--- src/rtl/core/fbpr_pkg.sv ---
package fbpr_pkg;

  // fixed field widths
  localparam int DEST_W     = 32;
  localparam int ID_W       = 24;
  localparam int PIDX_W     = 4;
  localparam int OPORT_W    = 9;
  localparam int ERR_W      = 2;
  localparam int RADIX_W    = 9;
  localparam int DCNT_W     = 4;
  localparam int PCNT_W     = 5;
  localparam int CFG_IDX_W  = 2;
  localparam int CFG_DATA_W = 24;
  localparam int LEN_W      = 6;

  // converter run lengths (source bits, MSB first)
  localparam logic [LEN_W-1:0] LEN_ID   = 6'd24;
  localparam logic [LEN_W-1:0] LEN_DEST = 6'd32;

  // item function codes
  localparam logic FUNC_LOAD  = 1'b0;
  localparam logic FUNC_ROUTE = 1'b1;

  // route error codes
  localparam logic [ERR_W-1:0] ERR_NONE    = 2'd0;
  localparam logic [ERR_W-1:0] ERR_RANGE   = 2'd1;
  localparam logic [ERR_W-1:0] ERR_NO_PORT = 2'd2;

  // config register indexes
  localparam logic [CFG_IDX_W-1:0] REG_RADIX  = 2'd0;
  localparam logic [CFG_IDX_W-1:0] REG_DIGITS = 2'd1;
  localparam logic [CFG_IDX_W-1:0] REG_PORTS  = 2'd2;
  localparam logic [CFG_IDX_W-1:0] REG_OWN_ID = 2'd3;

  typedef struct packed {
    logic             start;
    logic [LEN_W-1:0] len;
  } conv_ctl_t;

  typedef struct packed {
    logic busy;
    logic ovf;
  } conv_st_t;

endpackage

--- src/rtl/core/fbpr_digit_conv.sv ---
// Binary to radix-k digit converter. Shifts the source in MSB first and
// doubles the whole digit vector each cycle (digit-wise carry ripple).
module fbpr_digit_conv
  import fbpr_pkg::*;
#(
  parameter int MAX_DIGITS = 8,
  parameter int DIGIT_BITS = 8,
  localparam int NW = $clog2(MAX_DIGITS + 1)
) (
  input  logic                                   clk,
  input  logic                                   rst_n,
  input  conv_ctl_t                              ctl,
  input  logic [DEST_W-1:0]                      src,
  input  logic [DIGIT_BITS:0]                    radix,
  input  logic [NW-1:0]                          ndig,
  output conv_st_t                               st,
  output logic [MAX_DIGITS-1:0][DIGIT_BITS-1:0]  digits
);

  logic [DEST_W-1:0]                     sh_r;
  logic [LEN_W-1:0]                      cnt_r;
  logic                                  busy_r;
  logic                                  ovf_r;
  logic [MAX_DIGITS-1:0][DIGIT_BITS-1:0] dig_r;
  logic [MAX_DIGITS-1:0][DIGIT_BITS-1:0] dig_nxt;
  logic                                  ovf_step;

  always_comb begin
    logic                carry;
    logic [DIGIT_BITS:0] t;
    logic [DIGIT_BITS:0] t_sub;
    carry    = sh_r[DEST_W-1];
    ovf_step = 1'b0;
    dig_nxt  = dig_r;
    for (int i = 0; i < MAX_DIGITS; i++) begin
      t     = {dig_r[i], carry};
      t_sub = t - radix;
      if (i < int'(ndig)) begin
        if (t >= radix) begin
          dig_nxt[i] = t_sub[DIGIT_BITS-1:0];
          carry      = 1'b1;
        end else begin
          dig_nxt[i] = t[DIGIT_BITS-1:0];
          carry      = 1'b0;
        end
        // carry out of the top digit: value no longer fits
        if (i == int'(ndig) - 1) ovf_step = carry;
      end else begin
        dig_nxt[i] = '0;
      end
    end
  end

  always_ff @(posedge clk) begin
    if (!rst_n) begin
      busy_r <= 1'b0;
    end else if (ctl.start) begin
      busy_r <= 1'b1;
    end else if (busy_r && cnt_r == LEN_W'(1)) begin
      busy_r <= 1'b0;
    end
  end

  always_ff @(posedge clk) begin
    if (ctl.start) begin
      sh_r  <= src;
      cnt_r <= ctl.len;
      dig_r <= '0;
      ovf_r <= 1'b0;
    end else if (busy_r) begin
      sh_r  <= sh_r << 1;
      cnt_r <= cnt_r - LEN_W'(1);
      dig_r <= dig_nxt;
      ovf_r <= ovf_r | ovf_step;
    end
  end

  assign st.busy = busy_r;
  assign st.ovf  = ovf_r;
  assign digits  = dig_r;

endmodule

--- src/rtl/core/flat_butterfly_port_router_core.sv ---
// Channel  Direction  Handshake           Payload
// in_      in         in_valid/in_stall   func, dest_endpoint, port_index,
//                                         neighbor_id, neighbor_connected
// out_     out        out_valid/out_stall out_port, local_delivery, route_error
// cfg_     in         cfg_wr_en           cfg_index, cfg_wdata
//
// One item at a time; in_stall is high while the sequencer is busy: an item is in
// the digit converter or the port scan, or its result waits to enter the output
// register. The converter takes one source bit per cycle. Load item: 24-bit
// neighbor id through the converter, then one row write. Route item: 32-bit
// destination through the converter, then a router port scan unless local or
// out of range; the first route after reset or after any register write first
// rebuilds the own digits. Reset is synchronous, active low, and clears the
// connected bits at once. A finished result waits in the output register while
// the next item is accepted; a second result then holds until out_stall drops.
module flat_butterfly_port_router_core
  import fbpr_pkg::*;
#(
  parameter int MAX_ROUTER_PORTS = 16,
  parameter int MAX_DIGITS       = 8,
  parameter int DIGIT_BITS       = 8
) (
  input  logic                  clk,
  input  logic                  rst_n,
  // item input
  input  logic                  in_valid,
  output logic                  in_stall,
  input  logic                  in_func,
  input  logic [DEST_W-1:0]     in_dest_endpoint,
  input  logic [PIDX_W-1:0]     in_port_index,
  input  logic [ID_W-1:0]       in_neighbor_id,
  input  logic                  in_neighbor_connected,
  // result output
  output logic                  out_valid,
  input  logic                  out_stall,
  output logic [OPORT_W-1:0]    out_port,
  output logic                  out_local_delivery,
  output logic [ERR_W-1:0]      out_route_error,
  // config writes
  input  logic                  cfg_wr_en,
  input  logic [CFG_IDX_W-1:0]  cfg_index,
  input  logic [CFG_DATA_W-1:0] cfg_wdata
);

  localparam int PIW  = (MAX_ROUTER_PORTS > 1) ? $clog2(MAX_ROUTER_PORTS) : 1;
  localparam int PCW  = $clog2(MAX_ROUTER_PORTS + 1);
  localparam int NW   = $clog2(MAX_DIGITS + 1);
  localparam int DW   = NW;
  localparam int EW   = (DIGIT_BITS + 1 > RADIX_W) ? DIGIT_BITS + 1 : RADIX_W;
  localparam int SUMW = ((PCW > DIGIT_BITS) ? PCW : DIGIT_BITS) + 1;

  localparam logic [EW-1:0] RADIX_MIN = EW'(2);
  localparam logic [EW-1:0] RADIX_TOP = EW'(1) << DIGIT_BITS;

  localparam logic [2:0] S_IDLE = 3'd0;
  localparam logic [2:0] S_OWN  = 3'd1;  // rebuild own digits
  localparam logic [2:0] S_CONV = 3'd2;  // convert dest or neighbor id
  localparam logic [2:0] S_SCAN = 3'd3;  // min-distance port scan
  localparam logic [2:0] S_FIN  = 3'd4;  // hand result to output reg

  typedef logic [MAX_DIGITS-1:0][DIGIT_BITS-1:0] digvec_t;

  // ---------------------------------------------------------------- config
  logic [RADIX_W-1:0] radix_r;
  logic [DCNT_W-1:0]  dcnt_r;
  logic [PCNT_W-1:0]  pcnt_r;
  logic [ID_W-1:0]    own_id_r;
  logic               own_stale_r;
  logic               own_clr;

  always_ff @(posedge clk) begin
    if (!rst_n) begin
      radix_r     <= RADIX_W'(2);
      dcnt_r      <= DCNT_W'(2);
      pcnt_r      <= '0;
      own_id_r    <= '0;
      own_stale_r <= 1'b1;
    end else begin
      if (cfg_wr_en) begin
        case (cfg_index)
          REG_RADIX:  radix_r  <= cfg_wdata[RADIX_W-1:0];
          REG_DIGITS: dcnt_r   <= cfg_wdata[DCNT_W-1:0];
          REG_PORTS:  pcnt_r   <= cfg_wdata[PCNT_W-1:0];
          REG_OWN_ID: own_id_r <= cfg_wdata[ID_W-1:0];
          default: ;
        endcase
        own_stale_r <= 1'b1;
      end else if (own_clr) begin
        own_stale_r <= 1'b0;
      end
    end
  end

  // clamped register values
  logic [EW-1:0]       radix_x;
  logic [EW-1:0]       radix_clamp;
  logic [DIGIT_BITS:0] radix_eff;
  logic [NW-1:0]       ndig_eff;
  logic [PCW-1:0]      ports_eff;

  assign radix_x     = EW'(radix_r);
  assign radix_clamp = (radix_x < RADIX_MIN) ? RADIX_MIN :
                       (radix_x > RADIX_TOP) ? RADIX_TOP : radix_x;
  assign radix_eff   = radix_clamp[DIGIT_BITS:0];

  always_comb begin
    if (dcnt_r == '0) begin
      ndig_eff = NW'(1);
    end else if (int'(dcnt_r) > MAX_DIGITS) begin
      ndig_eff = NW'(MAX_DIGITS);
    end else begin
      ndig_eff = NW'(dcnt_r);
    end
  end

  assign ports_eff = (int'(pcnt_r) > MAX_ROUTER_PORTS) ? PCW'(MAX_ROUTER_PORTS)
                                                       : PCW'(pcnt_r);

  // ------------------------------------------------------------- converter
  conv_ctl_t         conv_ctl;
  conv_st_t          conv_st;
  logic [DEST_W-1:0] conv_src;
  digvec_t           conv_dig;
  digvec_t           conv_shift;

  fbpr_digit_conv #(
    .MAX_DIGITS (MAX_DIGITS),
    .DIGIT_BITS (DIGIT_BITS)
  ) u_conv (
    .clk    (clk),
    .rst_n  (rst_n),
    .ctl    (conv_ctl),
    .src    (conv_src),
    .radix  (radix_eff),
    .ndig   (ndig_eff),
    .st     (conv_st),
    .digits (conv_dig)
  );

  // digits of (id * radix): id digits moved up one place, low n kept
  always_comb begin
    conv_shift    = '0;
    for (int j = 1; j < MAX_DIGITS; j++) begin
      if (j < int'(ndig_eff)) conv_shift[j] = conv_dig[j-1];
    end
  end

  // --------------------------------------------------------- neighbor table
  digvec_t                     nbr_mem [MAX_ROUTER_PORTS];
  digvec_t                     rdata_r;
  logic [MAX_ROUTER_PORTS-1:0] nvalid_r;
  logic                        mem_we;
  logic                        rd_en;
  logic [PIW-1:0]              rd_addr;
  logic [PIW-1:0]              ld_port_r, ld_port_nxt;
  logic                        ld_conn_r, ld_conn_nxt;

  always_ff @(posedge clk) begin
    if (mem_we) nbr_mem[ld_port_r] <= conv_shift;
    if (rd_en) rdata_r <= nbr_mem[rd_addr];
  end

  always_ff @(posedge clk) begin
    if (!rst_n) begin
      nvalid_r <= '0;
    end else if (mem_we) begin
      nvalid_r[ld_port_r] <= ld_conn_r;
    end
  end

  // ---------------------------------------------------------- compare logic
  digvec_t            own_dig_r, own_dig_nxt;
  logic               loc_mis;
  logic [DW-1:0]      ev_dist;
  logic [SUMW-1:0]    loc_sum;

  // destination differs from own router in some upper digit
  always_comb begin
    loc_mis = 1'b0;
    for (int j = 1; j < MAX_DIGITS; j++) begin
      if (j < int'(ndig_eff) && conv_dig[j] != own_dig_r[j]) loc_mis = 1'b1;
    end
  end

  // upper-digit distance to the neighbor row being evaluated
  always_comb begin
    ev_dist = '0;
    for (int j = 1; j < MAX_DIGITS; j++) begin
      if (j < int'(ndig_eff) && conv_dig[j] != rdata_r[j]) ev_dist = ev_dist + DW'(1);
    end
  end

  assign loc_sum = SUMW'(ports_eff) + SUMW'(conv_dig[0]);

  // ------------------------------------------------------------- sequencer
  logic [2:0]         state_r, state_nxt;
  logic               func_r, func_nxt;
  logic [DEST_W-1:0]  item_r, item_nxt;
  logic [PCW-1:0]     scan_cnt_r, scan_cnt_nxt;
  logic               ev_on_r, ev_on_nxt;
  logic [PIW-1:0]     ev_idx_r, ev_idx_nxt;
  logic               found_r, found_nxt;
  logic [PIW-1:0]     best_port_r, best_port_nxt;
  logic [DW-1:0]      best_dist_r, best_dist_nxt;
  logic [OPORT_W-1:0] res_port_r, res_port_nxt;
  logic               res_local_r, res_local_nxt;
  logic [ERR_W-1:0]   res_err_r, res_err_nxt;
  logic               out_load;
  logic               in_acc;
  logic               ld_in_range;
  logic               issue;

  assign in_stall    = (state_r != S_IDLE);
  assign in_acc      = in_valid && !in_stall;
  assign ld_in_range = int'(in_port_index) < MAX_ROUTER_PORTS;
  assign issue       = (scan_cnt_r < ports_eff);
  assign rd_addr     = scan_cnt_r[PIW-1:0];

  always_comb begin
    state_nxt     = state_r;
    func_nxt      = func_r;
    item_nxt      = item_r;
    ld_port_nxt   = ld_port_r;
    ld_conn_nxt   = ld_conn_r;
    scan_cnt_nxt  = scan_cnt_r;
    ev_on_nxt     = ev_on_r;
    ev_idx_nxt    = ev_idx_r;
    found_nxt     = found_r;
    best_port_nxt = best_port_r;
    best_dist_nxt = best_dist_r;
    res_port_nxt  = res_port_r;
    res_local_nxt = res_local_r;
    res_err_nxt   = res_err_r;
    own_dig_nxt   = own_dig_r;
    own_clr       = 1'b0;
    mem_we        = 1'b0;
    rd_en         = 1'b0;
    out_load      = 1'b0;
    conv_ctl      = '{start: 1'b0, len: LEN_DEST};
    conv_src      = item_r;

    case (state_r)
      S_IDLE: begin
        if (in_acc) begin
          func_nxt    = in_func;
          item_nxt    = in_dest_endpoint;
          ld_port_nxt = PIW'(in_port_index);
          ld_conn_nxt = in_neighbor_connected;
          if (in_func == FUNC_ROUTE) begin
            if (own_stale_r) begin
              conv_ctl  = '{start: 1'b1, len: LEN_ID};
              conv_src  = {own_id_r, (DEST_W-ID_W)'(0)};
              state_nxt = S_OWN;
            end else begin
              conv_ctl  = '{start: 1'b1, len: LEN_DEST};
              conv_src  = in_dest_endpoint;
              state_nxt = S_CONV;
            end
          end else if (ld_in_range) begin
            conv_ctl  = '{start: 1'b1, len: LEN_ID};
            conv_src  = {in_neighbor_id, (DEST_W-ID_W)'(0)};
            state_nxt = S_CONV;
          end
          // load to a port beyond the table: dropped
        end
      end

      S_OWN: begin
        if (!conv_st.busy) begin
          own_dig_nxt = conv_shift;
          own_clr     = 1'b1;
          conv_ctl    = '{start: 1'b1, len: LEN_DEST};
          conv_src    = item_r;
          state_nxt   = S_CONV;
        end
      end

      S_CONV: begin
        if (!conv_st.busy) begin
          if (func_r == FUNC_LOAD) begin
            mem_we    = 1'b1;
            state_nxt = S_IDLE;
          end else if (conv_st.ovf) begin
            res_port_nxt  = '0;
            res_local_nxt = 1'b0;
            res_err_nxt   = ERR_RANGE;
            state_nxt     = S_FIN;
          end else if (!loc_mis) begin
            res_port_nxt  = OPORT_W'(loc_sum);
            res_local_nxt = 1'b1;
            res_err_nxt   = ERR_NONE;
            state_nxt     = S_FIN;
          end else begin
            scan_cnt_nxt = '0;
            ev_on_nxt    = 1'b0;
            found_nxt    = 1'b0;
            state_nxt    = S_SCAN;
          end
        end
      end

      S_SCAN: begin
        // read stage: one table row per cycle
        if (issue) begin
          rd_en        = 1'b1;
          ev_on_nxt    = 1'b1;
          ev_idx_nxt   = scan_cnt_r[PIW-1:0];
          scan_cnt_nxt = scan_cnt_r + PCW'(1);
        end else begin
          ev_on_nxt = 1'b0;
        end
        // compare stage: <= so the highest index wins a tie
        if (ev_on_r && nvalid_r[ev_idx_r] && (!found_r || ev_dist <= best_dist_r)) begin
          found_nxt     = 1'b1;
          best_dist_nxt = ev_dist;
          best_port_nxt = ev_idx_r;
        end
        if (!issue && !ev_on_r) begin
          res_local_nxt = 1'b0;
          if (found_r) begin
            res_port_nxt = OPORT_W'(best_port_r);
            res_err_nxt  = ERR_NONE;
          end else begin
            res_port_nxt = '0;
            res_err_nxt  = ERR_NO_PORT;
          end
          state_nxt = S_FIN;
        end
      end

      S_FIN: begin
        if (!out_valid || !out_stall) begin
          out_load  = 1'b1;
          state_nxt = S_IDLE;
        end
      end

      default: state_nxt = S_IDLE;
    endcase
  end

  always_ff @(posedge clk) begin
    if (!rst_n) begin
      state_r <= S_IDLE;
      ev_on_r <= 1'b0;
      found_r <= 1'b0;
    end else begin
      state_r <= state_nxt;
      ev_on_r <= ev_on_nxt;
      found_r <= found_nxt;
    end
  end

  always_ff @(posedge clk) begin
    func_r      <= func_nxt;
    item_r      <= item_nxt;
    ld_port_r   <= ld_port_nxt;
    ld_conn_r   <= ld_conn_nxt;
    scan_cnt_r  <= scan_cnt_nxt;
    ev_idx_r    <= ev_idx_nxt;
    best_port_r <= best_port_nxt;
    best_dist_r <= best_dist_nxt;
    res_port_r  <= res_port_nxt;
    res_local_r <= res_local_nxt;
    res_err_r   <= res_err_nxt;
    own_dig_r   <= own_dig_nxt;
  end

  // ------------------------------------------------------- output register
  logic               out_valid_r;
  logic [OPORT_W-1:0] out_port_r;
  logic               out_local_r;
  logic [ERR_W-1:0]   out_err_r;

  always_ff @(posedge clk) begin
    if (!rst_n) begin
      out_valid_r <= 1'b0;
    end else if (out_load) begin
      out_valid_r <= 1'b1;
    end else if (out_valid_r && !out_stall) begin
      out_valid_r <= 1'b0;
    end
  end

  always_ff @(posedge clk) begin
    if (out_load) begin
      out_port_r  <= res_port_r;
      out_local_r <= res_local_r;
      out_err_r   <= res_err_r;
    end
  end

  assign out_valid          = out_valid_r;
  assign out_port           = out_port_r;
  assign out_local_delivery = out_local_r;
  assign out_route_error    = out_err_r;

`ifndef ASSERT_OFF
  // error results carry no port and no local flag
  a_err_clean: assert property (@(posedge clk) disable iff (!rst_n)
    out_valid_r && out_err_r != ERR_NONE |-> out_port_r == '0 && !out_local_r)
    else $error("error result with nonzero port or local flag");

  // a remote choice is always one of the active router ports
  a_remote_in_range: assert property (@(posedge clk) disable iff (!rst_n)
    out_valid_r && out_err_r == ERR_NONE && !out_local_r
      |-> int'(out_port_r) < int'(ports_eff))
    else $error("remote port beyond router port count");

  // converter is never left running once the sequencer is back at idle
  a_idle_conv: assert property (@(posedge clk) disable iff (!rst_n)
    state_r == S_IDLE |-> !conv_st.busy)
    else $error("digit converter busy while idle");
`endif

endmodule

--- config.mk ---
export PLATFORM = sky130hd
export DESIGN_NAME = flat_butterfly_port_router_core
export DESIGN_NICKNAME = d
export VERILOG_FILES = /design/src/rtl/core/fbpr_pkg.sv /design/src/rtl/core/fbpr_digit_conv.sv /design/src/rtl/core/flat_butterfly_port_router_core.sv
export SDC_FILE = /design/constraint.sdc
export NUM_CORES = 2
export LEC_CHECK = 0
export BUFFER_PORTS_ARGS = -buffer_cell sky130_fd_sc_hd__buf_2
export CAP_MARGIN = 10
export CORE_MARGIN = 1
export CORE_UTILIZATION = 40
export DETAILED_ROUTE_END_ITERATION = 8
export PLACE_DENSITY = 0.52
export SLEW_MARGIN = 20
export SYNTH_ARGS = -nofsm -noshare
export SYNTH_HDL_FRONTEND = slang
export SYNTH_SLANG_ARGS = --single-unit
--- constraint.sdc ---
create_clock -name clk -period 16.4 [get_ports clk]
set_clock_uncertainty 0.05 [all_clocks]
set_input_delay 0.82 -clock clk [delete_from_list [all_inputs] [get_ports clk]]
set_output_delay 0.82 -clock clk [all_outputs]
set_load 0.02 [all_outputs]
# --- Yosys cells after proc, flatten, opt, wreduce, memory -nomap -nowiden ---
# Memories as Yosys holds them, arrays and structs flattened. A register that Yosys moved wholly into a read port is not among the register bits.
# Cells that the tools add are included.
classes:
  add_sub_neg: 18
  n_lt_le_gt_ge: 25
  eq_ne: 40
  n_mux: 152
  bitwise_logic: 3
  reduce_logical: 52
ops:
  columns: ["operator", "count"]
  rows:
  - ["2-to-1 mux 32 bit", 6]
  - ["2-to-1 mux 8 bit", 23]
  - ["equality test 4 x 32 -> 1 bit (first input constant)", 4]
  - ["inequality test 8 bit", 14]
  - [">= comparator 9 bit", 8]
  - ["2-to-1 mux 1 bit", 68]
  - ["equality test 3 x 32 -> 1 bit (first input constant)", 2]
  - ["subtractor 8 bit", 8]
  - ["2-to-1 mux 9 bit", 7]
  - ["2-to-1 mux 4 bit", 9]
  - ["equality test 2 x 32 -> 1 bit (first input constant)", 1]
  - ["zero test 32 bit", 1]
  - ["2-to-1 mux 5 bit", 6]
  - ["2-to-1 mux 3 bit", 9]
  - ["adder 4 x 1 -> 4 bit (second input constant)", 6]
  - ["logical AND 1 bit", 21]
  - ["2-to-1 mux 7 bit", 3]
  - ["inequality test 2 bit (second input constant)", 10]
  - ["2-to-1 mux 6 bit", 3]
  - ["one-hot mux 9 bit (2 select lines)", 1]
  - ["bitwise mux 16 bit", 1]
  - ["less-than comparator 3 x 4 -> 1 bit (first input constant)", 4]
  - ["AND reduction 2 bit", 8]
  - ["one-hot mux 3 bit (5 select lines)", 1]
  - ["40 further kinds", 66]
totals:
  reg_bits: 304
  ramBits: 896
  in_bits: 93
  output_inout_bits: 14
  elab_cells: 334
  mem_count: 1
memory_table:
  columns: ["memory", "depth", "width", "rd", "rd_ports_with_merged_regs", "wr", "line_no", "text"]
  rows:
  - ["nbr_mem", 16, 56, 1, 1, 1, "flat_butterfly_port_router_core.sv:149", "digvec_t nbr_mem [MAX_ROUTER_PORTS];"]

# --- Depth between registers and ports, before layout ---
logic_depth:
  word_depth: 31
  mapped_depth: 75
  ltp_nobuf: 71

# --- Modules after synthesis ---
# Synthesis repeated with hierarchy kept, for this count alone.
unflattened:
  hier_cells: 3118
  area_unflattened_um2: 53172.2
by_module_without_submodules:
  columns: ["module", "instances", "cells_per_inst", "area_each_um2", "seq_area_each_um2"]
  rows:
  - ["flat_butterfly_port_router_core", 1, 2305, 45793.9, 33942.6]
  - ["fbpr_digit_conv", 1, 813, 7378.3, 2462.4]

# --- Least setup slack after synthesis ---
# No wires, ideal clock.
synth_timing:
  path_kind: "register -> register"
  startpoint: "register radix_r[4]"
  endpoint: "register u_conv.dig_r (netlist bit u_conv.digits[56])"
  t_arrival_ps: 13443
  slack_ps: 2743
  path_stages_with_launch: 76
  n_path_buf: 5
  cell_sequence: "dfxtp_1 nor4_1 nand2_1 a21oi_1 inv_1 ha_1 nor2b_1 o21ai_0 a2111o_1 nand3_1 a21oi_1 clkbuf_1 ha_1 nor2b_1 o21a_1 o21ai_0 a21oi_1 inv_1 [40 not listed] o21ai_1 a31oi_1 o21a_1 nor3_1 o31ai_2 clkbuf_1 o32ai_1 ha_1 nor2b_1 o21ai_1 nand2b_1 a21o_1 a31o_1 a211oi_2 clkbuf_1 nor2_1 a21oi_1 o22ai_1"
synth_between:
  elab_chain_len: 29
synth_rtl:
  columns: ["item", "line_no", "text"]
  rows:
  - ["start, declared", "flat_butterfly_port_router_core.sv:64", "logic [RADIX_W-1:0] radix_r;"]
  - ["start signal, assigned", "flat_butterfly_port_router_core.sv:81", "REG_RADIX: radix_r <= cfg_wdata[RADIX_W-1:0];"]
  - ["greater-than comparator 9 bit", "flat_butterfly_port_router_core.sv:103", "(radix_x > RADIX_TOP) ? RADIX_TOP : radix_x;"]
  - ["2-to-1 mux 9 bit", "flat_butterfly_port_router_core.sv:103", null]
  - ["2-to-1 mux 9 bit (*)", "flat_butterfly_port_router_core.sv:102", "assign radix_clamp = (radix_x < RADIX_MIN) ? RADIX_MIN :"]
  - [">= comparator 9 bit", "fbpr_digit_conv.sv:39", "if (t >= radix) begin"]
  - ["2-to-1 mux 1 bit", "fbpr_digit_conv.sv:39", null]
  - ["2-to-1 mux 1 bit (2 in a row)", "fbpr_digit_conv.sv:38", "if (i < int'(ndig)) begin"]
  - [">= comparator 9 bit", "fbpr_digit_conv.sv:39", null]
  - ["2-to-1 mux 1 bit", "fbpr_digit_conv.sv:39", null]
  - ["[12 not listed]", null, null]
  - ["2-to-1 mux 1 bit", "fbpr_digit_conv.sv:39", null]
  - ["2-to-1 mux 1 bit", "fbpr_digit_conv.sv:38", null]
  - [">= comparator 9 bit", "fbpr_digit_conv.sv:39", null]
  - ["2-to-1 mux 1 bit", "fbpr_digit_conv.sv:39", null]
  - ["2-to-1 mux 1 bit", "fbpr_digit_conv.sv:38", null]
  - ["subtractor 8 bit or >= comparator 9 bit (tied branches)", "fbpr_digit_conv.sv:37, fbpr_digit_conv.sv:39", null]
  - ["2-to-1 mux 8 bit (*)", "fbpr_digit_conv.sv:39", null]
  - ["2-to-1 mux 8 bit (*)", "fbpr_digit_conv.sv:38", null]
  - ["end signal, assigned", "fbpr_digit_conv.sv:73", "dig_r <= dig_nxt;"]
  - ["end, declared", "fbpr_digit_conv.sv:24", "logic [MAX_DIGITS-1:0][DIGIT_BITS-1:0] dig_r;"]
# Every way passes the cells marked *; elsewhere a longest branch is shown, timed or not. The select of a mux whose other input is x is not followed.
# A chain may end at the register's enable or synchronous reset.

# --- Worst setup path after layout ---
layout_timing:
  startpoint: "register radix_r[4]"
  endpoint: "register u_conv.dig_r (netlist bit u_conv.digits[57])"
# The elaborated chain is that of the path after synthesis.

==> metrics.txt <==
status=finished, final reports clean; # DRC=0; Die Span X=364.4 um; total power per unit cell area=136.2 mW/mm^2; Initial Util=0.4043; switching power total=2.162 mW; CTS tree=built; share of the synthesized area in the top cell type=0.6429; EDFF count, synth=1,125; VDD IR max=0.00007632 V; Async S/R FF share, synth=0; arrival time of the worst setup path=15.39 ns; maximum clock path buffer count=3; post-route ant nets=0; DP HPWL=75.78 mm; GR Overflow Total=0; distinct cell type count after synthesis=74; Ys Warns=0; DR vias/cell=5.532; drt total wl=133.2 mm; minimum clock period=14.79 ns; most used cell, CP=nor2b_1; core footprint=0.1300 sq mm; Seq/Total Area, Yosys=0.6928; combinational power share=0.166; Port Buf Inserts=106; vias=28,070; slowest CP cell=o211ai_1; Avg WL per Cell=26.25 um; internal power=5.980 mW; Clk Tree Root Cell=clkbuf_16; CP Max Fanout=19; setup ws final=1.615 ns; Die ar.=0.1328 sq mm; Clk pin slew, worst setup/hold paths=0.06 ns; actual slew at the worst max-slew pin=1.131 ns; sw frac=0.2655; drt first pass iters=7; count leader, synth=edfxtp_1; Syn Inst Count=3,040; sequential share of power=0.471; Final setup viols=0; CP required=17.00 ns; Max stage delay on crit path=0.54 ns; # IOs=107; Startpoint Class=flip-flop; H-tree depth=4; critical path class=flip-flop to flip-flop; Die Span Y=364.4 um; Worst Hold Class=input port to flip-flop; initial antenna violation count=5; RSZ-0062 raised after global routing=no; max_cap viols=0; first-iteration detailed-routing DRC count=2,182; Syn Nets=3,237; ys flop type=edfxtp_1; cts hold-fix bufs=0; critical path endpoint category=flip-flop; Sink Count=1,256; Post-synth top cells=1,125 x edfxtp_1, 285 x mux4_2, 200 x nand2_1, 139 x o21ai_0, 131 x dfxtp_1; RePlAce Congestion=0.8812; total track usage=0.2025; Final #Nets=3,425; first-pass GRT wire length=194.3 mm; clock power share=0.363; period utilization=0.9015; setup_tns=0 ns; clk_lat worst skew=0.77 ns; layout cell share with drive strength beyond 1=0.2171; Core Rows=132; number of CTS-inserted buffers=137; Place WS=0.4929 ns; leading area contributor after synthesis=edfxtp_1; Mapped Avg Cell Area=17.28 sq um; Max Fclk=0.06764 GHz; Final Hold Fails=0; number of global-route vias before repair=28,820; FILL cells=11,120; largest net degree at the start of global routing=104; Post-Syn Area=0.05255 sq mm; Rel. slew slack=0.2425; Area Overhead vs Synth=13.78%; static leakage=19.20 nW; Synth area leaders=edfxtp_1 64%, mux4_2 12%, dfxtp_1 5.0%; Slew Limit Fails=0; Synth Register Bits=1,256
[kinds of logic (layout without fill, tap and decap cells)]
kind of cell | count (synthesis) | count (layout) | synth area share
other | 0 | 1 | 0
and+or+nand+nor | 568 | 568 | 0.05246
DFF | 1256 | 1256 | 0.6928
xor gates and xnor gates | 174 | 174 | 0.02957
muxes | 388 | 388 | 0.1420
AOI/OAI and AO/OA | 380 | 380 | 0.04467
adders and majority gates | 104 | 104 | 0.02605
buffers and inverters | 170 | 461 | 0.01243
[power by group through the flow]
stage	Sequential (mW)	Clock, mW	Combinational [mW]
6_report	3.84	2.95	1.35
5_1_grt	3.86	3.14	1.49
4_1_cts	3.84	3.03	1.37
3_5_place_dp	3.90	0	1.36
3_3_place_gp	3.90	0	1.35
2_1_floorplan	3.87	0	0.986
[layer usage]
| layer | track usage | wire length [um] | vias to the layer above |
|---|---|---|---|
| li1 | - | - | 12370 |
| met1 | 0.2783 | 59030 | 14750 |
| met2 | 0.3304 | 63880 | 773 |
| met3 | 0.03775 | 7670 | 175 |
| met4 | 0.05470 | 2600 | 2 |
| met5 | 0 | 15 | - |
[critical path, delay by kind of cell (launching register included)]
family / cells / cell delay [ns]
flip-flops: 1 / 0.32
buffers and inverters: 6 / 1.29
adder cells (fa/ha/maj): 8 / 2.01
AND/OR/NAND/NOR: 19 / 2.65
AO/OA/AOI/OAI: 40 / 8.32
[final cells by class]
class                           instances  area [sq um]  area share
Antenna cell                            1         2.502  0.00004186
Clock buffer                          166          3642     0.06092
Clock inverter                         76         621.8     0.01040
Inverter                               41         153.9    0.002574
Multi-Input combinational cell       1614         15700      0.2626
Sequential cell                      1256         36400      0.6089
Tap cell                             1742          2180     0.03646
Timing Repair Buffer                  178          1084     0.01812
[sequential cells by signal, summed over array words and instances, names as in the netlist, 3 cells and up]
signal	count
best_dist_r	4
best_port_r	4
dcnt_r	4
ev_idx_r	4
item_r	32
ld_port_r	4
nbr_mem	896
nvalid_r	16
out_port	9
own_dig_r	56
own_id_r	24
pcnt_r	5
radix_r	9
rdata_r	56
res_port_r	9
scan_cnt_r	5
state_r	3
u_conv.cnt_r	6
u_conv.digits	64
u_conv.sh_r	32
[path summary, 6_finish.rpt]
kind	start	end	slack, ns	depth (start not counted)
worst max register to register	radix_r[4]	u_conv.digits[57]	1.61	73
worst max-delay path	radix_r[4]	u_conv.digits[57]	1.61	73
worst min-delay path	in_neighbor_connected	ld_conn_r	0.18	1
worst min register to register	res_err_r[0]	out_route_error[0]	0.35	0
[through the flow]
step                      power [mW]  instances  hold WS [ns]  utilization  area (sq um)
after floorplan                4.855       3040        0.3503            -         52550
after global placement         5.245       4829        0.3538       0.4265         55440
after detailed placement       5.267       4829        0.3574       0.4266         55450
after CTS                      8.236       5071        0.1211       0.4594         59710
after global routing           8.480       5074        0.1454       0.4600         59790
final                          8.143       5074        0.1835       0.4600         59790
[what timing repair did]
item / in CTS / in global routing
setup endpoints to repair: 0 / 9
buffers inserted: 0 / 2
gates resized for setup: 0 / 3
[cell usage in the layout (no fill, tap or decap), types with 27 or more instances in the layout]
cell type	count
a21oi_1	73
o21ai_0	139
and2_1	32
mux4_2	285
xnor2_1	87
a21boi_0	36
nand2_1	200
ha_1	95
nand3_1	27
clkbuf_16	141
xor2_1	83
nor2_1	95
edfxtp_1	1125
mux2i_1	97
buf_4	71
buf_2	106
inv_1	38
nor2b_1	59
dfxtp_1	131
No activity file was read; power rests on OpenSTA's default activity.
